<file path="src/design/mbrtu_pkg.sv">
// Shared types, constants and the CRC-16 step for the Modbus RTU FC04 responder.
// No dependencies; every other design file but mbrtu_ifs.sv imports this package.
`default_nettype none

package mbrtu_pkg;

    // Frame layout and protocol constants
    localparam int unsigned FRAME_BYTES = 8;
    localparam int unsigned COUNT_W     = 4;            // holds 0..9
    localparam logic [COUNT_W-1:0] COUNT_SAT  = 4'd9;
    localparam logic [COUNT_W-1:0] COUNT_FULL = 4'd8;
    localparam logic [15:0] CRC_INIT    = 16'hFFFF;
    localparam logic [15:0] CRC_POLY    = 16'hA001;
    localparam logic [7:0]  FUNC_READ_INPUT = 8'h04;
    localparam logic [7:0]  REPLY_BYTE_COUNT = 8'h04;
    localparam logic [15:0] REQ_REG_COUNT = 16'h0002;

    // Input register numbers that are answered
    localparam logic [15:0] REG_VOLTAGE = 16'h0000;
    localparam logic [15:0] REG_CURRENT = 16'h0006;
    localparam logic [15:0] REG_POWER   = 16'h000C;
    localparam logic [15:0] REG_ENERGY  = 16'h001A;

    // Word select codes carried from front to back
    localparam logic [1:0] SEL_VOLTAGE = 2'd0;
    localparam logic [1:0] SEL_CURRENT = 2'd1;
    localparam logic [1:0] SEL_POWER   = 2'd2;
    localparam logic [1:0] SEL_ENERGY  = 2'd3;

    // APB register map
    localparam int unsigned PADDR_W = 5;
    localparam logic [2:0] CFG_SLAVE   = 3'd0;
    localparam logic [2:0] CFG_VOLTAGE = 3'd1;
    localparam logic [2:0] CFG_CURRENT = 3'd2;
    localparam logic [2:0] CFG_POWER   = 3'd3;
    localparam logic [2:0] CFG_ENERGY  = 3'd4;

    localparam logic [7:0]  RST_SLAVE   = 8'd1;
    localparam logic [31:0] RST_VOLTAGE = 32'h4366_8000;
    localparam logic [31:0] RST_CURRENT = 32'h3F9D_70A4;
    localparam logic [31:0] RST_POWER   = 32'h438D_999A;
    localparam logic [31:0] RST_ENERGY  = 32'h4145_70A4;

    // Job queue between front and back
    localparam int unsigned Q_DEPTH = 2;
    localparam int unsigned Q_AW    = 1;
    localparam int unsigned Q_CW    = 2;                // holds 0..Q_DEPTH

    typedef struct packed {
        logic       valid;
        logic [1:0] sel;
    } t_push;

    typedef struct packed {
        logic       full;
        logic       empty;
        logic [1:0] head;
    } t_q_stat;

    typedef struct packed {
        logic [7:0]  slave_address;
        logic [31:0] voltage_word;
        logic [31:0] current_word;
        logic [31:0] power_word;
        logic [31:0] energy_word;
    } t_cfg;

    // One byte of the reflected Modbus CRC-16
    function automatic logic [15:0] crc_byte(input logic [15:0] crc, input logic [7:0] b);
        logic [15:0] c;
        c = crc ^ {8'h00, b};
        for (int k = 0; k < 8; k++) begin
            c = c[0] ? ((c >> 1) ^ CRC_POLY) : (c >> 1);
        end
        return c;
    endfunction

endpackage

`default_nettype wire

</file>
<file path="src/design/mbrtu_ifs.sv">
// Valid/ready channel interfaces: received request bytes and transmitted reply bytes.
// Self-contained; used by the responder modules.
`default_nettype none

interface mbrtu_rx_if;
    logic       valid;
    logic       ready;
    logic [7:0] rx_byte;
    logic       frame_end;

    modport source(output valid, output rx_byte, output frame_end, input ready);
    modport sink(input valid, input rx_byte, input frame_end, output ready);
endinterface

interface mbrtu_tx_if;
    logic       valid;
    logic       ready;
    logic [7:0] tx_byte;
    logic       reply_last;

    modport source(output valid, output tx_byte, output reply_last, input ready);
    modport sink(input valid, input tx_byte, input reply_last, output ready);
endinterface

`default_nettype wire

</file>
<file path="src/design/mbrtu_front.sv">
// Request front end: stores frame bytes, counts them, runs the CRC and judges each frame.
// Depends on mbrtu_pkg and mbrtu_rx_if; pushes one job per answered frame.
`default_nettype none

module mbrtu_front import mbrtu_pkg::*; (
    input  logic          i_clk,
    input  logic          i_rst_n,
    mbrtu_rx_if.sink      i_rx,
    input  logic [7:0]    i_slave_address,
    input  logic          i_q_full,
    output t_push         o_push
);

    logic [7:0]         r_store [FRAME_BYTES];
    logic [COUNT_W-1:0] r_count;
    logic [15:0]        r_crc;

    logic [COUNT_W-1:0] n_count;
    logic [15:0]        n_crc;
    logic               accept;
    logic               frame_ok;
    logic               reg_hit;
    logic [1:0]         sel;
    logic [15:0]        req_reg;
    logic [15:0]        req_cnt;

    assign i_rx.ready = !i_q_full;
    assign accept     = i_rx.valid && i_rx.ready;

    // Running count and CRC including the byte now offered
    always_comb begin
        n_count = (r_count < COUNT_SAT) ? r_count + 4'd1 : r_count;
        n_crc   = crc_byte(r_crc, i_rx.rx_byte);
    end

    // Decode the requested register
    assign req_reg = {r_store[2], r_store[3]};
    assign req_cnt = {r_store[4], r_store[5]};

    always_comb begin
        reg_hit = 1'b1;
        sel     = SEL_VOLTAGE;
        unique case (req_reg)
            REG_VOLTAGE: sel = SEL_VOLTAGE;
            REG_CURRENT: sel = SEL_CURRENT;
            REG_POWER:   sel = SEL_POWER;
            REG_ENERGY:  sel = SEL_ENERGY;
            default:     reg_hit = 1'b0;
        endcase
    end

    // Full judgement on the flagged byte; store bytes 0..5 are all in place by then
    assign frame_ok = (n_count == COUNT_FULL) && (n_crc == 16'h0000)
                   && (r_store[0] == i_slave_address)
                   && (r_store[1] == FUNC_READ_INPUT)
                   && (req_cnt == REQ_REG_COUNT) && reg_hit;

    assign o_push.valid = accept && i_rx.frame_end && frame_ok;
    assign o_push.sel   = sel;

    // Frame store: the first eight bytes of a frame, CRC bytes included
    always_ff @(posedge i_clk) begin
        if (accept && (r_count < COUNT_FULL)) begin
            r_store[r_count[2:0]] <= i_rx.rx_byte;
        end
    end

    // Count and CRC restart at every frame end
    always_ff @(posedge i_clk) begin
        if (!i_rst_n) begin
            r_count <= '0;
            r_crc   <= CRC_INIT;
        end else if (accept) begin
            if (i_rx.frame_end) begin
                r_count <= '0;
                r_crc   <= CRC_INIT;
            end else begin
                r_count <= n_count;
                r_crc   <= n_crc;
            end
        end
    end

endmodule

`default_nettype wire

</file>
<file path="src/design/mbrtu_queue.sv">
// Two-entry job queue between the request front end and the reply back end.
// Depends on mbrtu_pkg for the job and status types.
`default_nettype none

module mbrtu_queue import mbrtu_pkg::*; (
    input  logic    i_clk,
    input  logic    i_rst_n,
    input  t_push   i_push,
    input  logic    i_pop,
    output t_q_stat o_stat
);

    logic [1:0]      r_mem [Q_DEPTH];
    logic [Q_AW-1:0] r_wptr;
    logic [Q_AW-1:0] r_rptr;
    logic [Q_CW-1:0] r_cnt;

    assign o_stat.full  = (r_cnt == Q_CW'(Q_DEPTH));
    assign o_stat.empty = (r_cnt == '0);
    assign o_stat.head  = r_mem[r_rptr];

    // Entry storage
    always_ff @(posedge i_clk) begin
        if (i_push.valid) begin
            r_mem[r_wptr] <= i_push.sel;
        end
    end

    // Pointers and fill count
    always_ff @(posedge i_clk) begin
        if (!i_rst_n) begin
            r_wptr <= '0;
            r_rptr <= '0;
            r_cnt  <= '0;
        end else begin
            if (i_push.valid) r_wptr <= r_wptr + 1'b1;
            if (i_pop)        r_rptr <= r_rptr + 1'b1;
            unique case ({i_push.valid, i_pop})
                2'b10:   r_cnt <= r_cnt + 1'b1;
                2'b01:   r_cnt <= r_cnt - 1'b1;
                default: r_cnt <= r_cnt;
            endcase
        end
    end

endmodule

`default_nettype wire

</file>
<file path="src/design/mbrtu_back.sv">
// Reply back end: turns each queued job into the nine reply bytes with their CRC.
// Depends on mbrtu_pkg and mbrtu_tx_if; pops jobs from mbrtu_queue.
`default_nettype none

module mbrtu_back import mbrtu_pkg::*; (
    input  logic        i_clk,
    input  logic        i_rst_n,
    input  t_cfg        i_cfg,
    input  t_q_stat     i_q,
    output logic        o_pop,
    mbrtu_tx_if.source  o_tx
);

    // Reply byte positions
    localparam logic [3:0] IDX_ADDR  = 4'd0;
    localparam logic [3:0] IDX_FUNC  = 4'd1;
    localparam logic [3:0] IDX_BCNT  = 4'd2;
    localparam logic [3:0] IDX_W3    = 4'd3;
    localparam logic [3:0] IDX_W2    = 4'd4;
    localparam logic [3:0] IDX_W1    = 4'd5;
    localparam logic [3:0] IDX_W0    = 4'd6;
    localparam logic [3:0] IDX_CRC_L = 4'd7;
    localparam logic [3:0] IDX_CRC_H = 4'd8;

    logic        r_busy;
    logic [3:0]  r_idx;
    logic [1:0]  r_sel;
    logic [15:0] r_crc;
    logic        r_tx_valid;
    logic [7:0]  r_tx_byte;
    logic        r_tx_last;

    logic        load;
    logic        emit;
    logic [3:0]  idx;
    logic [1:0]  sel;
    logic [15:0] crc;
    logic [31:0] word;
    logic [7:0]  n_byte;
    logic [15:0] n_crc;

    assign o_tx.valid      = r_tx_valid;
    assign o_tx.tx_byte    = r_tx_byte;
    assign o_tx.reply_last = r_tx_last;

    // Output register takes a byte when empty or being drained
    assign load  = !r_tx_valid || o_tx.ready;
    assign emit  = load && (r_busy || !i_q.empty);
    assign o_pop = load && !r_busy && !i_q.empty;

    // A fresh job starts at byte 0 with the CRC preset
    assign idx = r_busy ? r_idx : IDX_ADDR;
    assign sel = r_busy ? r_sel : i_q.head;
    assign crc = r_busy ? r_crc : CRC_INIT;

    always_comb begin
        unique case (sel)
            SEL_VOLTAGE: word = i_cfg.voltage_word;
            SEL_CURRENT: word = i_cfg.current_word;
            SEL_POWER:   word = i_cfg.power_word;
            SEL_ENERGY:  word = i_cfg.energy_word;
            default:     word = i_cfg.voltage_word;
        endcase
    end

    // Byte for the current position; CRC covers the first seven
    always_comb begin
        unique case (idx)
            IDX_ADDR:  n_byte = i_cfg.slave_address;
            IDX_FUNC:  n_byte = FUNC_READ_INPUT;
            IDX_BCNT:  n_byte = REPLY_BYTE_COUNT;
            IDX_W3:    n_byte = word[31:24];
            IDX_W2:    n_byte = word[23:16];
            IDX_W1:    n_byte = word[15:8];
            IDX_W0:    n_byte = word[7:0];
            IDX_CRC_L: n_byte = crc[7:0];
            IDX_CRC_H: n_byte = crc[15:8];
            default:   n_byte = crc[15:8];
        endcase
        n_crc = (idx < IDX_CRC_L) ? crc_byte(crc, n_byte) : crc;
    end

    // Output payload register
    always_ff @(posedge i_clk) begin
        if (emit) begin
            r_tx_byte <= n_byte;
            r_tx_last <= (idx == IDX_CRC_H);
            r_sel     <= sel;
            r_crc     <= n_crc;
            r_idx     <= idx + 4'd1;
        end
    end

    // Reply sequencing control
    always_ff @(posedge i_clk) begin
        if (!i_rst_n) begin
            r_busy     <= 1'b0;
            r_tx_valid <= 1'b0;
        end else begin
            if (emit) begin
                r_busy     <= (idx != IDX_CRC_H);
                r_tx_valid <= 1'b1;
            end else if (o_tx.ready) begin
                r_tx_valid <= 1'b0;
            end
        end
    end

endmodule

`default_nettype wire

</file>
<file path="src/design/modbus_rtu_input_register_responder.sv">
// Modbus RTU read-input-registers responder: top level with APB configuration.
// Usage:
//   i_rx carries received bytes (rx_byte, frame_end on the last byte of a frame),
//   o_tx carries reply bytes (tx_byte, reply_last on the ninth byte); both are
//   valid/ready, a word moves when valid and ready are high at a clock edge.
//   The APB port holds slave_address (0x00), voltage_word (0x04), current_word
//   (0x08), power_word (0x0C) and energy_word (0x10); pready is always high.
// Throughput: one received word per cycle unless the job queue is full; a reply leaves
//   at one word per cycle while o_tx.ready holds, paced by the single output register.
// Reply path: with the back end free, an accepted frame_end word pushes a job into the
//   queue, and the back end then loads the first reply word into the output register.
// Answered frames wait in a two-entry job queue; i_rx.ready drops only while that
//   queue is full, so a stalled receiver on o_tx eventually back-pressures i_rx.
//   A stalled reply word holds its value until taken.
// Reset (i_rst_n low, synchronous) clears the queue, the CRC and byte count, the
//   output valid, and returns the registers to their defaults. Dropped frames
//   give no output at all.
`default_nettype none

module modbus_rtu_input_register_responder import mbrtu_pkg::*; (
    input  logic               i_clk,
    input  logic               i_rst_n,
    mbrtu_rx_if.sink           i_rx,
    mbrtu_tx_if.source         o_tx,
    input  logic               psel,
    input  logic               penable,
    input  logic               pwrite,
    input  logic [PADDR_W-1:0] paddr,
    input  logic [31:0]        pwdata,
    output logic [31:0]        prdata,
    output logic               pready
);

    t_cfg    r_cfg;
    t_push   push;
    t_q_stat q_stat;
    logic    pop;
    logic    cfg_wr;
    logic [2:0] cfg_idx;

    assign pready  = 1'b1;
    assign cfg_wr  = psel && penable && pwrite && pready;
    assign cfg_idx = paddr[PADDR_W-1:2];

    // Configuration registers
    always_ff @(posedge i_clk) begin
        if (!i_rst_n) begin
            r_cfg.slave_address <= RST_SLAVE;
            r_cfg.voltage_word  <= RST_VOLTAGE;
            r_cfg.current_word  <= RST_CURRENT;
            r_cfg.power_word    <= RST_POWER;
            r_cfg.energy_word   <= RST_ENERGY;
        end else if (cfg_wr) begin
            unique case (cfg_idx)
                CFG_SLAVE:   r_cfg.slave_address <= pwdata[7:0];
                CFG_VOLTAGE: r_cfg.voltage_word  <= pwdata;
                CFG_CURRENT: r_cfg.current_word  <= pwdata;
                CFG_POWER:   r_cfg.power_word    <= pwdata;
                CFG_ENERGY:  r_cfg.energy_word   <= pwdata;
                default:     ;
            endcase
        end
    end

    // Register readback
    always_comb begin
        unique case (cfg_idx)
            CFG_SLAVE:   prdata = {24'h000000, r_cfg.slave_address};
            CFG_VOLTAGE: prdata = r_cfg.voltage_word;
            CFG_CURRENT: prdata = r_cfg.current_word;
            CFG_POWER:   prdata = r_cfg.power_word;
            CFG_ENERGY:  prdata = r_cfg.energy_word;
            default:     prdata = '0;
        endcase
    end

    mbrtu_front u_front (
        .i_clk           (i_clk),
        .i_rst_n         (i_rst_n),
        .i_rx            (i_rx),
        .i_slave_address (r_cfg.slave_address),
        .i_q_full        (q_stat.full),
        .o_push          (push)
    );

    mbrtu_queue u_queue (
        .i_clk   (i_clk),
        .i_rst_n (i_rst_n),
        .i_push  (push),
        .i_pop   (pop),
        .o_stat  (q_stat)
    );

    mbrtu_back u_back (
        .i_clk   (i_clk),
        .i_rst_n (i_rst_n),
        .i_cfg   (r_cfg),
        .i_q     (q_stat),
        .o_pop   (pop),
        .o_tx    (o_tx)
    );

endmodule

`default_nettype wire

</file>
<file path="src/flat_wrapper.sv">
// flat-port wrapper written by rule: the top's interface ports become plain ports
module modbus_rtu_input_register_responder_flat import mbrtu_pkg::*;
  (i_clk, i_rst_n, psel, penable, pwrite, paddr, pwdata, prdata, pready, i_rx_valid, i_rx_rx_byte, i_rx_frame_end, i_rx_ready, o_tx_valid, o_tx_tx_byte, o_tx_reply_last, o_tx_ready);
  mbrtu_rx_if i_rx_i ();
  mbrtu_tx_if o_tx_i ();
  input  logic i_clk;
  input  logic i_rst_n;
  input  logic psel;
  input  logic penable;
  input  logic pwrite;
  input  logic [PADDR_W-1:0] paddr;
  input  logic [31:0] pwdata;
  output logic [31:0] prdata;
  output logic pready;
  input wire logic [$bits(i_rx_i.valid)-1:0] i_rx_valid;
  input wire logic [$bits(i_rx_i.rx_byte)-1:0] i_rx_rx_byte;
  input wire logic [$bits(i_rx_i.frame_end)-1:0] i_rx_frame_end;
  output wire logic [$bits(i_rx_i.ready)-1:0] i_rx_ready;
  output wire logic [$bits(o_tx_i.valid)-1:0] o_tx_valid;
  output wire logic [$bits(o_tx_i.tx_byte)-1:0] o_tx_tx_byte;
  output wire logic [$bits(o_tx_i.reply_last)-1:0] o_tx_reply_last;
  input wire logic [$bits(o_tx_i.ready)-1:0] o_tx_ready;
  assign i_rx_i.valid = i_rx_valid;
  assign i_rx_i.rx_byte = i_rx_rx_byte;
  assign i_rx_i.frame_end = i_rx_frame_end;
  assign i_rx_ready = i_rx_i.ready;
  assign o_tx_valid = o_tx_i.valid;
  assign o_tx_tx_byte = o_tx_i.tx_byte;
  assign o_tx_reply_last = o_tx_i.reply_last;
  assign o_tx_i.ready = o_tx_ready;
  modbus_rtu_input_register_responder u_core (.i_clk(i_clk), .i_rst_n(i_rst_n), .i_rx(i_rx_i), .o_tx(o_tx_i), .psel(psel), .penable(penable), .pwrite(pwrite), .paddr(paddr), .pwdata(pwdata), .prdata(prdata), .pready(pready));
endmodule
</file>
<file path="config.mk">
export PLATFORM = sky130hd
export DESIGN_NAME = modbus_rtu_input_register_responder_flat
export DESIGN_NICKNAME = d
export VERILOG_FILES = /design/src/design/mbrtu_pkg.sv /design/src/design/mbrtu_ifs.sv /design/src/design/mbrtu_front.sv /design/src/design/mbrtu_queue.sv /design/src/design/mbrtu_back.sv /design/src/design/modbus_rtu_input_register_responder.sv /design/src/flat_wrapper.sv
export SDC_FILE = /design/constraint.sdc
export NUM_CORES = 1
export LEC_CHECK = 0
export BUFFER_PORTS_ARGS = -buffer_cell sky130_fd_sc_hd__buf_2
export CORE_ASPECT_RATIO = 2
export CORE_MARGIN = 2
export CORE_UTILIZATION = 45
export DETAILED_ROUTE_END_ITERATION = 8
export SYNTH_ARGS = -nofsm -noshare
export SYNTH_HDL_FRONTEND = slang
export SYNTH_HIERARCHICAL = 1
export SYNTH_SLANG_ARGS = --single-unit
export TNS_END_PERCENT = 1
</file>
<file path="constraint.sdc">
create_clock -name i_clk -period 5.8 [get_ports i_clk]
set_clock_uncertainty 0.2 [all_clocks]
set_input_delay 0.87 -clock i_clk [delete_from_list [all_inputs] [get_ports i_clk]]
set_output_delay 0.87 -clock i_clk [all_outputs]
set_load 0.005 [all_outputs]
</file>
* Word-level counts from Yosys, hierarchy flattened
Memories as Yosys holds them, arrays and structs flattened. A register that Yosys moved wholly into a read port is not among the register bits. Cells that the tools add are included.
Word-level totals: register bits after elaboration 193, word-level logic and storage cells 144, memories 2, memory bits (writable) 68
Operators by class: reduce and logical (&&, ||, !) cells 35, bitwise gates (word level) 18, $add $sub $neg 6, eq/ne operators 26, order comparisons 3, multiplexer cells 37
Memory list:
- u_core.u_front.r_store | depth 8, bits a word 8, read ports 6, clocked after Yosys merged registers in 0, wr ports 1, line mbrtu_front.sv:14 | logic [7:0] r_store [FRAME_BYTES];
- u_core.u_queue.r_mem | depth 2, bits a word 2, read ports 1, clocked after Yosys merged registers in 1, wr ports 1, line mbrtu_queue.sv:13 | logic [1:0] r_mem [Q_DEPTH];
Operators with widths (count):
- 16-bit 2-to-1 mux | 19
- 32-bit one-hot mux with 5 select lines | 1
- 32-bit one-hot mux with 4 select lines | 1
- 8-bit one-hot mux with 7 select lines | 1
- 2-bit NOT with 3-bit output | 16
- 16-bit logical NOT | 2
- 16-bit by 8-bit bitwise XOR with 16-bit output | 2
- 16-bit by 2-bit equality test with 1-bit output, second input constant | 1
- 16-bit by 3-bit equality test with 1-bit output, second input constant | 1
- 16-bit by 4-bit equality test with 1-bit output, second input constant | 1
- 16-bit by 5-bit equality test with 1-bit output, second input constant | 1
- 4-bit by 3-bit equality test with 1-bit output, second input constant | 4
- 1-bit logical AND | 14
- 4-bit 2-to-1 mux | 3
- 2-bit AND reduction | 5
- 1-bit 2-to-1 mux | 9
- 4-bit by 1-bit adder with 4-bit output, second input constant | 2
- 2-bit equality test, second input constant | 4
- 4-bit by 2-bit equality test with 1-bit output, second input constant | 2
- 4-bit equality test, second input constant | 2
- 8-bit by 3-bit equality test with 1-bit output, second input constant | 1
- 8-bit equality test | 1
- 4-bit < comparator, second input constant | 2
- 3-bit by 2-bit equality test with 1-bit output, second input constant | 2
- 20 further kinds | 28

* Depth between registers and ports, before layout
word-level depth 26, depth in mapped cells 21, depth with buffers taken out 15

* Hierarchy
The synthesis kept the hierarchy.
Modules (own cells, without submodules):
- modbus_rtu_input_register_responder | cells each 665, area each 6172.2 sq um, seq. area each 2722.6 sq um, times used 1
- mbrtu_back | cells each 440, area each 3549.7 sq um, seq. area each 970.9 sq um, times used 1
- mbrtu_front | cells each 225, area each 2836.5 sq um, seq. area each 1841.8 sq um, times used 1
- mbrtu_queue | cells each 28, area each 359.1 sq um, seq. area each 220.2 sq um, times used 1

* Worst setup path before layout
Ideal clock, no wire load.
path type register -> register, start register u_core.u_back.r_busy, end register u_core.u_back.r_crc[0] (data pin), cell stages (with the launch flop) 20, setup time 273 ps, setup slack 672 ps, buffers on the path 8, arrival time 4655 ps, data required time 5327 ps, period minus slack after synthesis 5128 ps, path through dfxtp_1 > buf_2 > buf_2 > buf_4 > buf_2 > buf_2 > buf_1 > clkbuf_1 > nand2_1 > ha_1 > and2_1 > clkbuf_1 > a221oi_1 > o21ai_0 > o32a_1 > xnor3_2 > xnor2_1 > xor3_1 > nor3_1 > a211oi_2
On the way: cells in the longest elaborated chain, start to end 15
Ends and longest elaborated chain:
- start: declaration | line mbrtu_back.sv:25 | logic r_busy;
- start signal: assignment | line mbrtu_back.sv:101 | r_busy <= (idx != IDX_CRC_H);
- 2-bit 2-to-1 mux / 4-bit 2-to-1 mux (equally long branches) | line mbrtu_back.sv:53, mbrtu_back.sv:52
- 2-bit equality test, or another cell as far along | line mbrtu_back.sv:57 | unique case (sel)
- 32-bit one-hot mux with 4 select lines / 2-bit OR reduction (equally long branches)
- 8-bit one-hot mux with 7 select lines * | line mbrtu_back.sv:68 | unique case (idx)
- net u_core.u_back.n_byte[1] | line mbrtu_back.sv:39 | logic [7:0] n_byte;
- 16-bit by 8-bit bitwise XOR with 16-bit output * | line mbrtu_pkg.sv:71 | c = crc ^ {8'h00, b};
- 2-bit NOT with 3-bit output (no line)
- 16-bit 2-to-1 mux * (8 in a row) | line mbrtu_pkg.sv:73 | c = c[0] ? ((c >> 1) ^ CRC_POLY) : (c >> 1);
- 16-bit 2-to-1 mux * | line mbrtu_back.sv:80 | n_crc = (idx < IDX_CRC_L) ? crc_byte(crc, n_byte) : crc;
- net u_core.u_back.n_crc[0] | line mbrtu_back.sv:40 | logic [15:0] n_crc;
- end signal: assignment | line mbrtu_back.sv:89 | r_crc <= n_crc;
- end: declaration | line mbrtu_back.sv:28 | logic [15:0] r_crc;
Mark *: on every way through the listed nets, which the timed path passes. The rest lies on a longest branch. A chain may end at the register's enable or synchronous reset.

* Final worst setup path
start register u_core.u_back.r_sel[1], end register u_core.u_back.r_crc[0] (data pin)
RTL lines:
- start: declaration | line mbrtu_back.sv:27 | logic [1:0] r_sel;
- start signal: assignment | line mbrtu_back.sv:88 | r_sel <= sel;
- 2-bit 2-to-1 mux * | line mbrtu_back.sv:53 | assign sel = r_busy ? r_sel : i_q.head;
- 2-bit equality test, or another cell as far along | line mbrtu_back.sv:57
- 32-bit one-hot mux with 4 select lines * | line mbrtu_back.sv:57
- 8-bit one-hot mux with 7 select lines * | line mbrtu_back.sv:68
- net u_core.u_back.n_byte[0] | line mbrtu_back.sv:39
- 16-bit by 8-bit bitwise XOR with 16-bit output * | line mbrtu_pkg.sv:71
- 16-bit 2-to-1 mux * (8 in a row) | line mbrtu_pkg.sv:73
- 16-bit 2-to-1 mux * | line mbrtu_back.sv:80
- net u_core.u_back.n_crc[0] | line mbrtu_back.sv:40
Marks and branches as above.

==> flow_metrics.tcl <==
set metrics [dict create \
    status "complete, no violations" \
    relSlewSlack_pct 27.6 \
    core_um2 28200 \
    cts_tree "done" \
    placedCellCount 1727 \
    grt_max_degree 207 \
    slowest_stage "edfxtp_1" \
    cts_buffers 24 \
    post_cts_buffers 0 \
    synth_area_um2 12900 \
    grt_overflow_total 0 \
    root_buffer "clkbuf_16" \
    ir_worst_vdd_uv 279 \
    cts_resized 0 \
    period_minus_slack_ns 4.85 \
    p_leak_uw 0.00569 \
    synthMostInstantiatedCell "dfxtp_1" \
    cts_hold_buffers 0 \
    io_buffers 93 \
    yosysWarnings 6 \
    rsz0062_at_grt "no" \
    synthAdderAreaFrac_pct 0.775 \
    cap_violations 0 \
    hold_viol_final 0 \
    synth_top_cell_area_share_pct 25.3 \
    rr_worst_depth 10 \
    path_max_fanout 16 \
    worstMarginPinSlew_ns 1.08 \
    dr.pass1.iters 5 \
    crit_buf_inv 0 \
    dieArea_um2 30200 \
    path_delay_family "simple AND/OR/NAND/NOR gates" \
    clockBufferDepth 3 \
    crit_cells 10 \
    cp-start-kind "flip-flop" \
    io_pins 97 \
    wl_per_cell_um 23.9 \
    stdcell_count 1771 \
    area.growth.synth_to_final_pct 11.3 \
    path_cells "and3b_1 -> or2_1 -> a221oi_1 -> o21a_1 -> a31oi_2 -> xnor3_2 -> xnor2_1 -> xor3_1 -> nor3_1 -> a211oi_2" \
    dr.first_iter.drc_count 1003 \
    gp_congestion 0.964 \
    grt_pass1_wl_um 63300 \
    ant_nets 0 \
    synth_xor_area_share_pct 4.39 \
    rrSetupSlack_ns 0.95 \
    synth_compound_area_share_pct 18.8 \
    ys_seq_area_share_pct 44.6 \
    crit_type "flip-flop to flip-flop" \
    synthTopCellsByCount "163 x dfxtp_1, 160 x nand2_1, 127 x mux2i_1, 106 x o21ai_0, 83 x edfxtp_1" \
    synth-main-ff-cell "dfxtp_1" \
    cts-htree-levels 1 \
    hold_class "flip-flop to flip-flop" \
    arrival_ns 4.94 \
    ys_types 79 \
    clock_latency_ns 0.54 \
    vias_per_cell 6.17 \
    synth_area_per_cell_um2 9.51 \
    antenna_cells 0 \
    remaining_drc_errors 0 \
    fp-row-count 87 \
    endpoint "u_core/u_back/r_crc[0]$_DFFE_PP_" \
    synth_edf_count 83 \
    synthCells 1358 \
    synthesis.nets 1419 \
    wl_um 42300 \
    die_w_um 124 \
    synthMuxAreaShare_pct 10.9 \
    grt_usage_pct 28.0 \
    num_vias 10921 \
    slew_viol_final 0 \
    synthArstFlopShare_pct 0 \
    fin_setup_tns_ns 0 \
    crit_required_ns 5.89 \
    synth_top_family_by_area "compound AO/OA/AOI/OAI gates" \
    cts.clk_slew.worst_paths_ns 0.07 \
    antenna_found_initial 2 \
    grt_pass1_vias 10739 \
    r2r_start "u_core/u_back/r_sel[1]$_DFFE_PP_" \
    setup_viol 0 \
    dp_hpwl_um 28800 \
    ys_ff_latch 246 \
    slowest_delay_ns 0.78 \
    fin_crit_sh_pct 83.7 \
    drive_gt1_share_pct 13.9 \
    initial_core_util_pct 45.8 \
    synthSimpleGateAreaFrac_pct 14.8 \
    cts_sinks 246 \
    end_kind "flip-flop" \
    fill_cells 2634 \
    layout.nets 1458 \
    yosysTopAreaCell "dfxtp_1" \
    die_h_um 244 \
    synth.area.top_cells "dfxtp_1 25%, edfxtp_1 19%, mux2i_1 9.8%, nand2_1 4.6%, o21ai_0 4.1%" \
    crit_start "u_core/u_back/r_sel[1]$_DFFE_PP_" \
    reg2reg_to "u_core/u_back/r_crc[0]$_DFFE_PP_" \
    max_freq_ghz 0.206 \
    powerDensity_nw_per_um2 302 \
]
-- metrics by stage --
stage | utilization (%) | total power (uW) | hold slack [ns] | instance area (um^2) | setup slack (ns)
after CTS | 51.0 | 4360 | 0.275 | 14400 | 1.10
after global routing | 51.0 | 4490 | 0.295 | 14400 | 0.826
after global placement | 48.1 | 2740 | 0.254 | 13600 | 0.883
after floorplan | - | 2510 | 0.244 | 12900 | 0.672
final | 51.0 | 4340 | 0.276 | 14400 | 0.948
after detailed placement | 48.1 | 2750 | 0.266 | 13600 | 0.834
-- registers in the layout, indices dropped and copies added, names as in the netlist, named ones only --
signal / count
u_core/u_queue/r_mem: 4
u_core/u_queue/r_cnt: 2
u_core/u_back/r_sel: 2
u_core/u_back/o_tx.tx_byte: 8
u_core/u_queue/r_wptr: 1
u_core/u_back/o_tx.reply_last: 1
u_core/r_cfg: 136
u_core/u_front/r_count: 4
u_core/u_back/o_tx.valid: 1
u_core/u_queue/r_rptr: 1
u_core/u_front/r_crc: 16
u_core/u_front/r_store: 48
u_core/u_back/r_crc: 16
u_core/u_back/r_busy: 1
u_core/u_back/r_idx: 4
-- final cells by class --
type | instances | area (um^2) | area share (%)
multi-input cells | 945 | 6450 | 44.8
flip-flops and latches | 246 | 5760 | 40.0
repair buffers | 123 | 709 | 4.93
clock buffers | 27 | 643 | 4.47
well taps | 356 | 445 | 3.10
inverters | 57 | 214 | 1.49
clock inverters | 17 | 163 | 1.13
-- worst min path at each step --
stage                                     endpoint                      startpoint  cells after the start  slack, ns
global route         u_core/r_cfg[34]$_SDFFE_PN0P_   u_core/r_cfg[34]$_SDFFE_PN0P_                      2       0.29
floorplan           u_core/r_cfg[102]$_SDFFE_PN0P_  u_core/r_cfg[102]$_SDFFE_PN0P_                      2       0.24
global placement     u_core/r_cfg[65]$_SDFFE_PN0P_   u_core/r_cfg[65]$_SDFFE_PN0P_                      2       0.25
finish               u_core/r_cfg[34]$_SDFFE_PN0P_   u_core/r_cfg[34]$_SDFFE_PN0P_                      2       0.28
CTS                  u_core/r_cfg[34]$_SDFFE_PN0P_   u_core/r_cfg[34]$_SDFFE_PN0P_                      2       0.28
detailed placement   u_core/r_cfg[34]$_SDFFE_PN0P_   u_core/r_cfg[34]$_SDFFE_PN0P_                      2       0.27
-- power breakdown --
group / switching, uW / leakage, uW / total [uW] / internal, uW
registers: 62.1 / 0.00207 / 1940 / 1880
clock network: 691 / 0.000382 / 1620 / 929
logic: 451 / 0.00324 / 779 / 327
-- cells in the final DEF (no fill, tap or decap), types with 10 or more instances in the layout --
| master | count |
|---|---|
| xor2_1 | 13 |
| xnor2_1 | 31 |
| mux2i_1 | 127 |
| dfxtp_1 | 162 |
| o22ai_1 | 52 |
| nand2_1 | 160 |
| a22oi_1 | 44 |
| nor2_1 | 47 |
| inv_1 | 54 |
| a221oi_1 | 18 |
| nor4_1 | 10 |
| clkinv_1 | 10 |
| nor3_1 | 17 |
| o21ai_0 | 106 |
| o211ai_1 | 52 |
| buf_4 | 29 |
| mux2_2 | 12 |
| nand2b_1 | 15 |
| buf_2 | 92 |
| nor2b_1 | 55 |
| edfxtp_1 | 83 |
| a21oi_1 | 27 |
| clkbuf_16 | 25 |
-- routing by layer --
| metal | wire, um | vias up | part of all wire (%) | track usage, % |
|---|---|---|---|---|
| li1 | - | 5011 | - | - |
| met1 | 14600 | 5278 | 34 | 30.2 |
| met2 | 21900 | 470 | 52 | 49.2 |
| met3 | 2620 | 158 | 6.2 | 3.82 |
| met4 | 3120 | 4 | 7.4 | 19.1 |
| met5 | 21 | - | 0.050 | 0 |
-- cell families after synthesis --
group	after synthesis
compound gates	367
fa+ha+maj	8
simple gates	377
buf+inv	167
mux	139
other cells	1
flops	246
xor+xnor	53
-- worst register-to-register path, delay by kind of cell, from the launching register on --
kind | cells | cell delay [ns]
compound gates | 4 | 1.10
xor+xnor | 3 | 1.11
flops | 1 | 0.78
simple gates | 3 | 1.41
Note: power is estimated with default switching activity, not from simulation.
